===== src/design/bwl_pkg.sv =====
// ----------------------------------------------------------------------------
// bwl_pkg: shared types and constants for the binary window table filter
// Item and result words, the front-to-back queue entry, codes and helpers.
// ----------------------------------------------------------------------------
package bwl_pkg;

    // Sizes fixed by the item and result formats
    localparam int CFG_DW      = 11;
    localparam int CFG_IDX_W   = 2;
    localparam int LUT_DEPTH   = 512;
    localparam int LUT_AW      = 9;
    localparam int LIT_W       = 21;
    localparam int QUEUE_DEPTH = 4;

    // Defaults for the frame size limits
    localparam int DEFAULT_MAX_WIDTH  = 1024;
    localparam int DEFAULT_MAX_HEIGHT = 1024;

    // Register reset values
    localparam logic [CFG_DW-1:0] RESET_FRAME_WIDTH  = 11'd100;
    localparam logic [CFG_DW-1:0] RESET_FRAME_HEIGHT = 11'd100;

    // Item function codes
    localparam logic [1:0] FUNC_TABLE = 2'd0;
    localparam logic [1:0] FUNC_PIXEL = 2'd1;
    localparam logic [1:0] FUNC_FLUSH = 2'd2;

    // Register indexes
    localparam logic [CFG_IDX_W-1:0] CFG_FRAME_WIDTH  = 2'd0;
    localparam logic [CFG_IDX_W-1:0] CFG_FRAME_HEIGHT = 2'd1;
    localparam logic [CFG_IDX_W-1:0] CFG_BORDER_VALUE = 2'd2;

    typedef struct packed {
        logic [1:0]        func;
        logic [LUT_AW-1:0] table_index;
        logic              table_bit;
        logic              pixel_in;
    } bwl_in_t;

    typedef struct packed {
        logic             pixel_out;
        logic             frame_last;
        logic [LIT_W-1:0] lit_count;
        logic             next_border;
    } bwl_out_t;

    typedef struct packed {
        logic [CFG_DW-1:0] frame_width;
        logic [CFG_DW-1:0] frame_height;
        logic              border_value;
    } bwl_cfg_t;

    // One classified word handed from the front to the back
    typedef struct packed {
        logic              is_table;    // table write, no stream effect
        logic [LUT_AW-1:0] table_index;
        logic              table_bit;
        logic [2:0]        col;         // top, mid, bottom of the new column
        logic              col_zero;    // first column of a row
        logic              early;       // emit the row end before the shift
        logic              late;        // emit after the shift
        logic              last;        // closes the frame
        logic              clear;       // frame restarted, drop the lit count
    } bwl_entry_t;

    // Window holds columns L (8..6), C (5..3), R (2..0), top row high.
    // Reorder into row-major table index with top-left as MSB.
    function automatic logic [LUT_AW-1:0] win_to_index(input logic [8:0] w);
        return {w[8], w[5], w[2], w[7], w[4], w[1], w[6], w[3], w[0]};
    endfunction

endpackage


===== src/design/bwl_ram.sv =====
// ----------------------------------------------------------------------------
// bwl_ram: generic single-write, single-read RAM
// One write port and one read port with registered, enabled read data.
// ----------------------------------------------------------------------------
module bwl_ram #(
    parameter int WIDTH = 1,
    parameter int DEPTH = 512
)(
    input  logic                     clk,
    input  logic                     we,
    input  logic [$clog2(DEPTH)-1:0] waddr,
    input  logic [WIDTH-1:0]         wdata,
    input  logic                     re,
    input  logic [$clog2(DEPTH)-1:0] raddr,
    output logic [WIDTH-1:0]         rdata
);

    logic [WIDTH-1:0] mem [DEPTH];
    logic [WIDTH-1:0] rdata_reg;

    // Write port
    always_ff @(posedge clk)
    begin
        if (we)
        begin
            mem[waddr] <= wdata;
        end
    end

    // Registered read, held while not enabled
    always_ff @(posedge clk)
    begin
        if (re)
        begin
            rdata_reg <= mem[raddr];
        end
    end

    assign rdata = rdata_reg;

endmodule


===== src/design/bwl_front.sv =====
// ----------------------------------------------------------------------------
// bwl_front: item intake, stream position and line buffers
// Accepts items, tracks the raster position, reads and rewrites the two
// line buffers, and pushes one classified word per useful item.
// ----------------------------------------------------------------------------
module bwl_front
    import bwl_pkg::*;
#(
    parameter int MAX_WIDTH  = DEFAULT_MAX_WIDTH,
    parameter int MAX_HEIGHT = DEFAULT_MAX_HEIGHT
)(
    input  logic       clk,
    input  logic       rst_n,
    input  bwl_cfg_t   cfg,
    input  logic       in_valid,
    output logic       in_ready,
    input  bwl_in_t    in_data,
    output logic       push,
    output bwl_entry_t push_data,
    input  logic       full
);

    localparam int CW = $clog2(MAX_WIDTH);
    localparam int DW = $clog2(MAX_WIDTH + 1);
    localparam int HW = $clog2(MAX_HEIGHT + 1);
    localparam int RW = $clog2(MAX_HEIGHT + 2);

    logic [DW-1:0] w_eff;
    logic [HW-1:0] h_eff;
    logic [RW-1:0] h_plus1;

    logic [CW-1:0] col_reg, col_next;
    logic [RW-1:0] row_reg, row_next;
    logic [CW-1:0] pos_c;
    logic [RW-1:0] pos_r;
    logic [DW-1:0] c_inc;
    logic          restart, last, accept, is_stream, is_table;

    logic          s1_valid_reg;
    bwl_entry_t    s1_entry_reg;
    logic [CW-1:0] s1_addr_reg;
    logic          s1_rge1_reg, s1_rge2_reg, s1_rlth_reg, s1_pix_reg;
    logic          s1_fwd_reg;
    logic [1:0]    s1_fwd_data_reg;
    bwl_entry_t    f0_entry;

    logic [1:0]    lb_rdata, lb_data, lb_wdata;
    logic          top, mid, bot, s1_adv, lb_we, fwd_hit;

    // Clamp the frame size
    always_comb
    begin
        if (cfg.frame_width == '0)
            w_eff = DW'(1);
        else if (32'(cfg.frame_width) > 32'(MAX_WIDTH))
            w_eff = DW'(MAX_WIDTH);
        else
            w_eff = DW'(cfg.frame_width);

        if (cfg.frame_height == '0)
            h_eff = HW'(1);
        else if (32'(cfg.frame_height) > 32'(MAX_HEIGHT))
            h_eff = HW'(MAX_HEIGHT);
        else
            h_eff = HW'(cfg.frame_height);

        h_plus1 = RW'(h_eff) + RW'(1);
    end

    // Classify and place the incoming item
    always_comb
    begin
        is_table  = (in_data.func == FUNC_TABLE);
        is_stream = (in_data.func == FUNC_PIXEL) || (in_data.func == FUNC_FLUSH);
        accept    = in_valid && in_ready;

        restart = (DW'(col_reg) >= w_eff) || (row_reg > h_plus1);
        pos_c   = restart ? '0 : col_reg;
        pos_r   = restart ? '0 : row_reg;
        last    = (pos_c == '0) && (pos_r == h_plus1);
        c_inc   = DW'(pos_c) + DW'(1);

        if (last)
        begin
            col_next = '0;
            row_next = '0;
        end
        else if (c_inc >= w_eff)
        begin
            col_next = '0;
            row_next = pos_r + RW'(1);
        end
        else
        begin
            col_next = CW'(c_inc);
            row_next = pos_r;
        end

        f0_entry             = '0;
        f0_entry.is_table    = is_table;
        f0_entry.table_index = in_data.table_index;
        f0_entry.table_bit   = in_data.table_bit;
        f0_entry.col_zero    = is_stream && (pos_c == '0);
        f0_entry.early       = is_stream && (pos_c == '0) && (pos_r >= RW'(2));
        f0_entry.late        = is_stream && (pos_c != '0) && (pos_r != '0);
        f0_entry.last        = is_stream && last;
        f0_entry.clear       = is_stream && restart;
    end

    // Advance the raster position
    always_ff @(posedge clk or negedge rst_n)
    begin
        if (!rst_n)
        begin
            col_reg <= '0;
            row_reg <= '0;
        end
        else if (accept && is_stream)
        begin
            col_reg <= col_next;
            row_reg <= row_next;
        end
    end

    // Line buffer stage: build the new column and rewrite the buffers
    always_comb
    begin
        s1_adv   = s1_valid_reg && !full;
        in_ready = !s1_valid_reg || !full;
        lb_data  = s1_fwd_reg ? s1_fwd_data_reg : lb_rdata;
        top      = s1_rge2_reg ? lb_data[1] : cfg.border_value;
        mid      = s1_rge1_reg ? lb_data[0] : cfg.border_value;
        bot      = s1_rlth_reg ? s1_pix_reg : cfg.border_value;
        lb_wdata = {mid, bot};
        lb_we    = s1_adv && !s1_entry_reg.is_table && !s1_entry_reg.last;
        fwd_hit  = lb_we && (s1_addr_reg == pos_c);

        push          = s1_adv;
        push_data     = s1_entry_reg;
        push_data.col = {top, mid, bot};
    end

    always_ff @(posedge clk or negedge rst_n)
    begin
        if (!rst_n)
        begin
            s1_valid_reg <= 1'b0;
        end
        else if (in_ready)
        begin
            s1_valid_reg <= accept && (is_table || is_stream);
        end
    end

    // Hold the item payload and the write-to-read forward
    always_ff @(posedge clk)
    begin
        if (accept)
        begin
            s1_entry_reg    <= f0_entry;
            s1_addr_reg     <= pos_c;
            s1_rge1_reg     <= (pos_r != '0);
            s1_rge2_reg     <= (pos_r >= RW'(2));
            s1_rlth_reg     <= (pos_r < RW'(h_eff));
            s1_pix_reg      <= (in_data.func == FUNC_PIXEL) && in_data.pixel_in;
            s1_fwd_reg      <= fwd_hit;
            s1_fwd_data_reg <= lb_wdata;
        end
    end

    // Upper and lower line buffers side by side: bit 1 upper, bit 0 lower
    bwl_ram #(
        .WIDTH (2),
        .DEPTH (MAX_WIDTH)
    ) u_line_ram (
        .clk   (clk),
        .we    (lb_we),
        .waddr (s1_addr_reg),
        .wdata (lb_wdata),
        .re    (accept && is_stream),
        .raddr (pos_c),
        .rdata (lb_rdata)
    );

endmodule


===== src/design/bwl_queue.sv =====
// ----------------------------------------------------------------------------
// bwl_queue: short word queue between front and back
// Register-based FIFO; full and valid come straight from the fill count.
// ----------------------------------------------------------------------------
module bwl_queue
    import bwl_pkg::*;
#(
    parameter int DEPTH = QUEUE_DEPTH
)(
    input  logic       clk,
    input  logic       rst_n,
    input  logic       push,
    input  bwl_entry_t push_data,
    output logic       full,
    input  logic       pop,
    output logic       valid,
    output bwl_entry_t head
);

    localparam int AW = (DEPTH > 1) ? $clog2(DEPTH) : 1;
    localparam int NW = $clog2(DEPTH + 1);

    bwl_entry_t    slot_reg [DEPTH];
    logic [AW-1:0] wr_ptr_reg, rd_ptr_reg;
    logic [NW-1:0] count_reg;

    assign full  = (count_reg == NW'(DEPTH));
    assign valid = (count_reg != '0);
    assign head  = slot_reg[rd_ptr_reg];

    // Pointers and fill count
    always_ff @(posedge clk or negedge rst_n)
    begin
        if (!rst_n)
        begin
            wr_ptr_reg <= '0;
            rd_ptr_reg <= '0;
            count_reg  <= '0;
        end
        else
        begin
            if (push)
                wr_ptr_reg <= (wr_ptr_reg == AW'(DEPTH - 1)) ? '0 : wr_ptr_reg + AW'(1);
            if (pop)
                rd_ptr_reg <= (rd_ptr_reg == AW'(DEPTH - 1)) ? '0 : rd_ptr_reg + AW'(1);
            if (push && !pop)
                count_reg <= count_reg + NW'(1);
            else if (pop && !push)
                count_reg <= count_reg - NW'(1);
        end
    end

    // Store the pushed word
    always_ff @(posedge clk)
    begin
        if (push)
        begin
            slot_reg[wr_ptr_reg] <= push_data;
        end
    end

    a_count_bound: assert property (@(posedge clk) disable iff (!rst_n)
        count_reg <= NW'(DEPTH))
        else $error("queue fill count beyond depth");

    a_no_overflow: assert property (@(posedge clk) disable iff (!rst_n)
        push |-> (!full || pop))
        else $error("push into full queue");

    a_no_underflow: assert property (@(posedge clk) disable iff (!rst_n)
        pop |-> valid)
        else $error("pop from empty queue");

endmodule


===== src/design/bwl_back.sv =====
// ----------------------------------------------------------------------------
// bwl_back: window, table lookup and result register
// Pops classified words, shifts the 3x3 window, looks up the table,
// keeps the lit count and holds the result until it is taken.
// ----------------------------------------------------------------------------
module bwl_back
    import bwl_pkg::*;
(
    input  logic       clk,
    input  logic       rst_n,
    input  logic       border_value,
    input  logic       q_valid,
    input  bwl_entry_t q_head,
    output logic       pop,
    output logic       out_valid,
    input  logic       out_ready,
    output bwl_out_t   out_data
);

    logic [8:0]        win_reg, win_next, win_shift;
    logic [2:0]        bcol;
    logic [LUT_AW-1:0] lut_raddr;
    logic              lut_rdata, lut_re, lut_we;
    logic              lut0_reg, lut511_reg;

    logic              lk_valid_reg, lk_emit_reg, lk_last_reg, lk_clear_reg;
    logic              lk_adv;
    logic [LIT_W-1:0]  lit_reg, lit_sum;

    logic              out_valid_reg;
    bwl_out_t          out_data_reg;

    // Window shift and lookup address
    always_comb
    begin
        bcol      = {3{border_value}};
        win_shift = {win_reg[5:0], bcol};
        if (q_head.col_zero)
            win_next = {bcol, bcol, q_head.col};
        else
            win_next = {win_reg[5:0], q_head.col};

        lk_adv = lk_valid_reg && (!lk_emit_reg || !out_valid_reg || out_ready);
        pop    = q_valid && (!lk_valid_reg || lk_adv);

        lut_we    = pop && q_head.is_table;
        lut_re    = pop && !q_head.is_table && (q_head.early || q_head.late);
        lut_raddr = win_to_index(q_head.early ? win_shift : win_next);

        lit_sum = (lk_clear_reg ? '0 : lit_reg) + LIT_W'(lk_emit_reg && lut_rdata);
    end

    // Update the window on stream words that do not close the frame
    always_ff @(posedge clk)
    begin
        if (pop && !q_head.is_table && !q_head.last)
        begin
            win_reg <= win_next;
        end
    end

    // Mirror the two all-border entries
    always_ff @(posedge clk)
    begin
        if (lut_we && (q_head.table_index == '0))
            lut0_reg <= q_head.table_bit;
        if (lut_we && (q_head.table_index == '1))
            lut511_reg <= q_head.table_bit;
    end

    bwl_ram #(
        .WIDTH (1),
        .DEPTH (LUT_DEPTH)
    ) u_lut_ram (
        .clk   (clk),
        .we    (lut_we),
        .waddr (q_head.table_index),
        .wdata (q_head.table_bit),
        .re    (lut_re),
        .raddr (lut_raddr),
        .rdata (lut_rdata)
    );

    // Lookup stage control and lit count
    always_ff @(posedge clk or negedge rst_n)
    begin
        if (!rst_n)
        begin
            lk_valid_reg  <= 1'b0;
            lk_emit_reg   <= 1'b0;
            lk_last_reg   <= 1'b0;
            lk_clear_reg  <= 1'b0;
            lit_reg       <= '0;
            out_valid_reg <= 1'b0;
        end
        else
        begin
            if (!lk_valid_reg || lk_adv)
            begin
                lk_valid_reg <= pop && !q_head.is_table;
                lk_emit_reg  <= q_head.early || q_head.late;
                lk_last_reg  <= q_head.last;
                lk_clear_reg <= q_head.clear;
            end

            if (lk_adv)
                lit_reg <= lk_last_reg ? '0 : lit_sum;

            if (lk_adv && lk_emit_reg)
                out_valid_reg <= 1'b1;
            else if (out_ready)
                out_valid_reg <= 1'b0;
        end
    end

    // Load the result word
    always_ff @(posedge clk)
    begin
        if (lk_adv && lk_emit_reg)
        begin
            out_data_reg.pixel_out   <= lut_rdata;
            out_data_reg.frame_last  <= lk_last_reg;
            out_data_reg.lit_count   <= lit_sum;
            out_data_reg.next_border <= border_value ? lut511_reg : lut0_reg;
        end
    end

    assign out_valid = out_valid_reg;
    assign out_data  = out_data_reg;

    a_last_emits: assert property (@(posedge clk) disable iff (!rst_n)
        (lk_valid_reg && lk_last_reg) |-> lk_emit_reg)
        else $error("frame end word without a result");

    a_count_cleared: assert property (@(posedge clk) disable iff (!rst_n)
        (lk_adv && lk_last_reg) |=> (lit_reg == '0))
        else $error("lit count not cleared after frame end");

    a_table_no_lookup: assert property (@(posedge clk) disable iff (!rst_n)
        (pop && q_head.is_table) |=> !lk_valid_reg)
        else $error("table write entered lookup stage");

endmodule


===== src/design/binary_window_lut_filter.sv =====
// Throughput: one item per clock while the output is not stalled, table writes and stream items alike.
// A result leaves the output register after the item that triggers it passes
// intake, line buffer read, queue and table read, each of them registered.
// The line buffer and table memories return registered read data.
// Reset clears position, queue, lit count and registers to their defaults;
// line buffers and the table come up undefined and need no clearing pass.
// ----------------------------------------------------------------------------
// binary_window_lut_filter: 3x3 binary neighborhood table filter
// Config register file plus front intake, word queue and lookup back end.
// ----------------------------------------------------------------------------
module binary_window_lut_filter
    import bwl_pkg::*;
#(
    parameter int MAX_WIDTH  = DEFAULT_MAX_WIDTH,
    parameter int MAX_HEIGHT = DEFAULT_MAX_HEIGHT
)(
    input  logic                 clk,
    input  logic                 rst_n,
    input  logic                 cfg_write,
    input  logic [CFG_IDX_W-1:0] cfg_index,
    input  logic [CFG_DW-1:0]    cfg_data,
    input  logic                 in_valid,
    output logic                 in_ready,
    input  bwl_in_t              in_data,
    output logic                 out_valid,
    input  logic                 out_ready,
    output bwl_out_t             out_data
);

    bwl_cfg_t   cfg_reg;
    logic       q_push, q_full, q_pop, q_valid;
    bwl_entry_t q_push_data, q_head;

    // Configuration register writes
    always_ff @(posedge clk or negedge rst_n)
    begin
        if (!rst_n)
        begin
            cfg_reg.frame_width  <= RESET_FRAME_WIDTH;
            cfg_reg.frame_height <= RESET_FRAME_HEIGHT;
            cfg_reg.border_value <= 1'b0;
        end
        else if (cfg_write)
        begin
            unique case (cfg_index)
                CFG_FRAME_WIDTH:  cfg_reg.frame_width  <= cfg_data;
                CFG_FRAME_HEIGHT: cfg_reg.frame_height <= cfg_data;
                CFG_BORDER_VALUE: cfg_reg.border_value <= cfg_data[0];
                default:          ;
            endcase
        end
    end

    bwl_front #(
        .MAX_WIDTH  (MAX_WIDTH),
        .MAX_HEIGHT (MAX_HEIGHT)
    ) u_front (
        .clk       (clk),
        .rst_n     (rst_n),
        .cfg       (cfg_reg),
        .in_valid  (in_valid),
        .in_ready  (in_ready),
        .in_data   (in_data),
        .push      (q_push),
        .push_data (q_push_data),
        .full      (q_full)
    );

    bwl_queue #(
        .DEPTH (QUEUE_DEPTH)
    ) u_queue (
        .clk       (clk),
        .rst_n     (rst_n),
        .push      (q_push),
        .push_data (q_push_data),
        .full      (q_full),
        .pop       (q_pop),
        .valid     (q_valid),
        .head      (q_head)
    );

    bwl_back u_back (
        .clk          (clk),
        .rst_n        (rst_n),
        .border_value (cfg_reg.border_value),
        .q_valid      (q_valid),
        .q_head       (q_head),
        .pop          (q_pop),
        .out_valid    (out_valid),
        .out_ready    (out_ready),
        .out_data     (out_data)
    );

endmodule


===== config.mk =====
export PLATFORM = sky130hd
export DESIGN_NAME = binary_window_lut_filter
export DESIGN_NICKNAME = d
export VERILOG_FILES = /design/src/design/bwl_pkg.sv /design/src/design/bwl_ram.sv /design/src/design/bwl_front.sv /design/src/design/bwl_queue.sv /design/src/design/bwl_back.sv /design/src/design/binary_window_lut_filter.sv
export SDC_FILE = /design/constraint.sdc
export NUM_CORES = 2
export LEC_CHECK = 0
export ABC_AREA = 1
export BUFFER_PORTS_ARGS = -buffer_cell sky130_fd_sc_hd__buf_2
export CAP_MARGIN = 25
export CORE_AREA = 3 3 470 472
export CTS_CLUSTER_DIAMETER = 150
export DETAILED_ROUTE_END_ITERATION = 8
export DIE_AREA = 0 0 473 475
export GPL_ROUTABILITY_DRIVEN = 1
export PLACE_DENSITY = 0.74
export REMOVE_ABC_BUFFERS = 1
export SYNTH_ARGS = -nofsm -noshare
export SYNTH_HDL_FRONTEND = slang
export SYNTH_SLANG_ARGS = --single-unit

===== constraint.sdc =====
create_clock -name clk -period 51.9 [get_ports clk]
set_clock_uncertainty 0.1 [all_clocks]
set_input_delay 10.38 -clock clk [delete_from_list [all_inputs] [get_ports clk]]
set_output_delay 10.38 -clock clk [all_outputs]
set_load 0.005 [all_outputs]

==> flow_summary.toml <==
[timing]
max_freq_mhz = 78.84
min_period_ps = 12680
drv_slew = 0
slew_headroom = 0.1566
rsz0062_at_grt = "no"
finalHoldViolCount = 0
fin_tns_setup_ps = 0
finalWorstSetupSlack_ps = 39220
setup_violations = 0
worstMarginPinSlew_ps = 1265
period_share = 0.2444

[power]
power_switching_w = 0.003731
pwr-share-clk = 0.230
p_int_w = 0.005035
total_power_w = 0.008766
power.share.switching = 0.4256
p_leak_nw = 50.79
ir_worst_vdd_mv = 0.1120
pwr-share-comb = 0.442
power_frac_seq = 0.328
power.density_nw_per_um2 = 63.92

[synth]
synth_most_common_cell = "edfxtp_1"
yosysTopAreaCell = "edfxtp_1"
postSynthCellCount = 12180
async_reset_ff_frac = 0.02804
yosysWarnings = 0
syn_area_per_cell_um2 = 10.32
seq_area_frac_synth = 0.6617
synth_edf_count = 2704
ys.flop_type = "edfxtp_1"
yosysTopAreaCellShare = 0.6461
synth_top_cells_by_count = "2704 x edfxtp_1, 2093 x nand2_1, 1998 x nor2_1"
ys_types = 59
yosys-top-cells-area = "edfxtp_1 65%, nand2_1 6.3%, nor2_1 6.0%"
ys_ff_latch = 2782
syn_area_um2 = 125700

[floorplan]
io_pins = 57
start_util = 0.5793
placement_rows = 171
die_x_um = 473
coreArea_um2 = 217000
die_y_um = 475
die_area_um2 = 224700

[place]
dp_cells = 14360
port_buffers = 56
post-place-ws_ps = 38300
routabilityCongestion = 0.8370
place_area_um2 = 127700
dp_hpwl_mm = 176.6

[clock_tree]
cts-root-buf = "clkbuf_16"
post_cts_buffers = 0
htreeDepth = 5
clk_transition_reported_paths_ps = 60
cts_inserted_buffers = 297
numClockSinks = 2782
ctsHoldBuffers = 0
post_cts_resized = 0
clock_path_buffers = 4
clkLatencyLatePin_ps = 960
cts_tree = "yes"

[setup_path]
crit_path_start_kind = "input pin"
cp_num_buf_inv = 3
end_kind = "flop"
worst-r2r-cell-count = 35
cp.depth = 10
critical_path_class = "in -> reg"
crit_chain = "buf_2, nor2_1, nand2_1, nand2_1, nor2_1, inv_1, nor3_1, nand2_1, buf_4, nor2_1"
critPathMaxFanout = 19
critPathTopFamily = "simple AND/OR/NAND/NOR gates"
cpPeakStageDelay_ps = 590
cpMaxStageDelayCell = "nand2_1"
worstPathArrival_ps = 13210
worstPathRequired_ps = 52420

[grt]
grt_pass1_wl_mm = 508.3
grt_usage = 0.2957
grt_pass1_vias = 88570
grt-ovfl-total = 0
antenna_found_initial = 3
grt_max_degree = 295

[job]
drv_cap = 0

[cells_and_area]
drive_above_1_share = 0.07048
fillCellCount = 16550
largest_reg_flops = 2048
fin_area_um2 = 137100
finalNonFillerCells = 14880
area_growth_pct = 9.124
nets = 11900

[drt]
wl_per_cell_um = 22.72
drc = 0
routed_via_density = 6.064
wl_mm = 337.9
antenna_left = 0
vias = 90210
drt-initial-drc-count = 11160
drt-pass1-iter-count = 6

[worst_hold_path]
hold_path_class = "reg -> reg"
hold_path_depth = 0

[status]
status = "complete, no violations"
worst reg2reg max path, delay by kind of cell, from the launching register on:
family	cells	cell delay, ps
xor gates and xnor gates	1	180
AOI/OAI and AO/OA	2	800
DFF	1	440
buffers and inverters	7	3050
adders and majority gates	2	450
and+or+nand+nor	23	4320
worst paths after layout:
check / start / end / slack (ps)
setup / recovery: out_ready / u_back.u_lut_ram.mem[115]$_DFFE_PP_ / 39220
hold / removal: u_back.lk_last_reg$_DFFE_PN0N_ / u_back.out_data[22]$_DFFE_PP_ / 370
setup reg to reg: cfg_reg[5]$_DFFE_PN0P_ / u_front.u_line_ram.rdata[0]$_DFFE_PP_ / 42380
hold reg to reg: u_back.lk_last_reg$_DFFE_PN0N_ / u_back.out_data[22]$_DFFE_PP_ / 370
max in group asynchronous: rst_n / u_front.col_reg[0]$_DFFE_PN0P_ / 41300
min in group asynchronous: rst_n / u_back.lit_reg[11]$_DFFE_PN0P_ / 9220
area by class of cell:
class	count	area [µm²]	area share
diodes	4	10.01	0.00007299
clock buffers	382	7994	0.05829
repair buffers	227	2285	0.01666
well taps	2854	3571	0.02604
multi-input cells	7148	33890	0.2471
flip-flops and latches	2782	83160	0.6064
clock inverters	120	1082	0.007892
inverters	1358	5142	0.03750
cell families after synthesis:
group / after synthesis / share of synthesized area
and+or+nand+nor: 6019 / 0.2038
adders and majority gates: 59 / 0.005934
DFF: 2782 / 0.6617
buffers and inverters: 2252 / 0.07124
xor gates and xnor gates: 44 / 0.003067
AOI/OAI and AO/OA: 1026 / 0.05426
layer usage:
metal / track usage / up-vias / routed length [µm]
met1: 0.3629 / 43600 / 121300
met4: 0.1666 / 2 / 20320
li1: - / 40560 / -
met2: 0.4924 / 4970 / 161700
met5: 0 / - / 12
met3: 0.05811 / 1080 / 34580
stage by stage:
stage	utilization	hold slack, ps
final	0.6321	370.8
after floorplan	-	324.9
after CTS	0.6306	364.6
after global routing	0.6321	383.6
after detailed placement	0.5887	347.6
after global placement	0.5868	368.0
power groups by stage:
stage	combinational (W)	clock, W	sequential, W
6_report	0.00387	0.00202	0.00288
5_1_grt	0.00423	0.00212	0.00288
2_1_floorplan	0.00328	0	0.00355
4_1_cts	0.00378	0.00203	0.00288
3_5_place_dp	0.00376	0	0.00292
3_3_place_gp	0.00365	0	0.00292
placed cells by master (no fill, tap or decap), types with 124 or more instances in the layout:
| cell | instances |
|---|---|
| or2_2 | 142 |
| inv_1 | 1344 |
| nand4_1 | 217 |
| edfxtp_1 | 2704 |
| o21ai_0 | 227 |
| buf_4 | 124 |
| nor2_1 | 1992 |
| o31ai_1 | 125 |
| o211ai_1 | 455 |
| nand3_1 | 1452 |
| clkbuf_16 | 307 |
| nand2_1 | 2056 |
No activity file was read; power rests on OpenSTA's default activity.
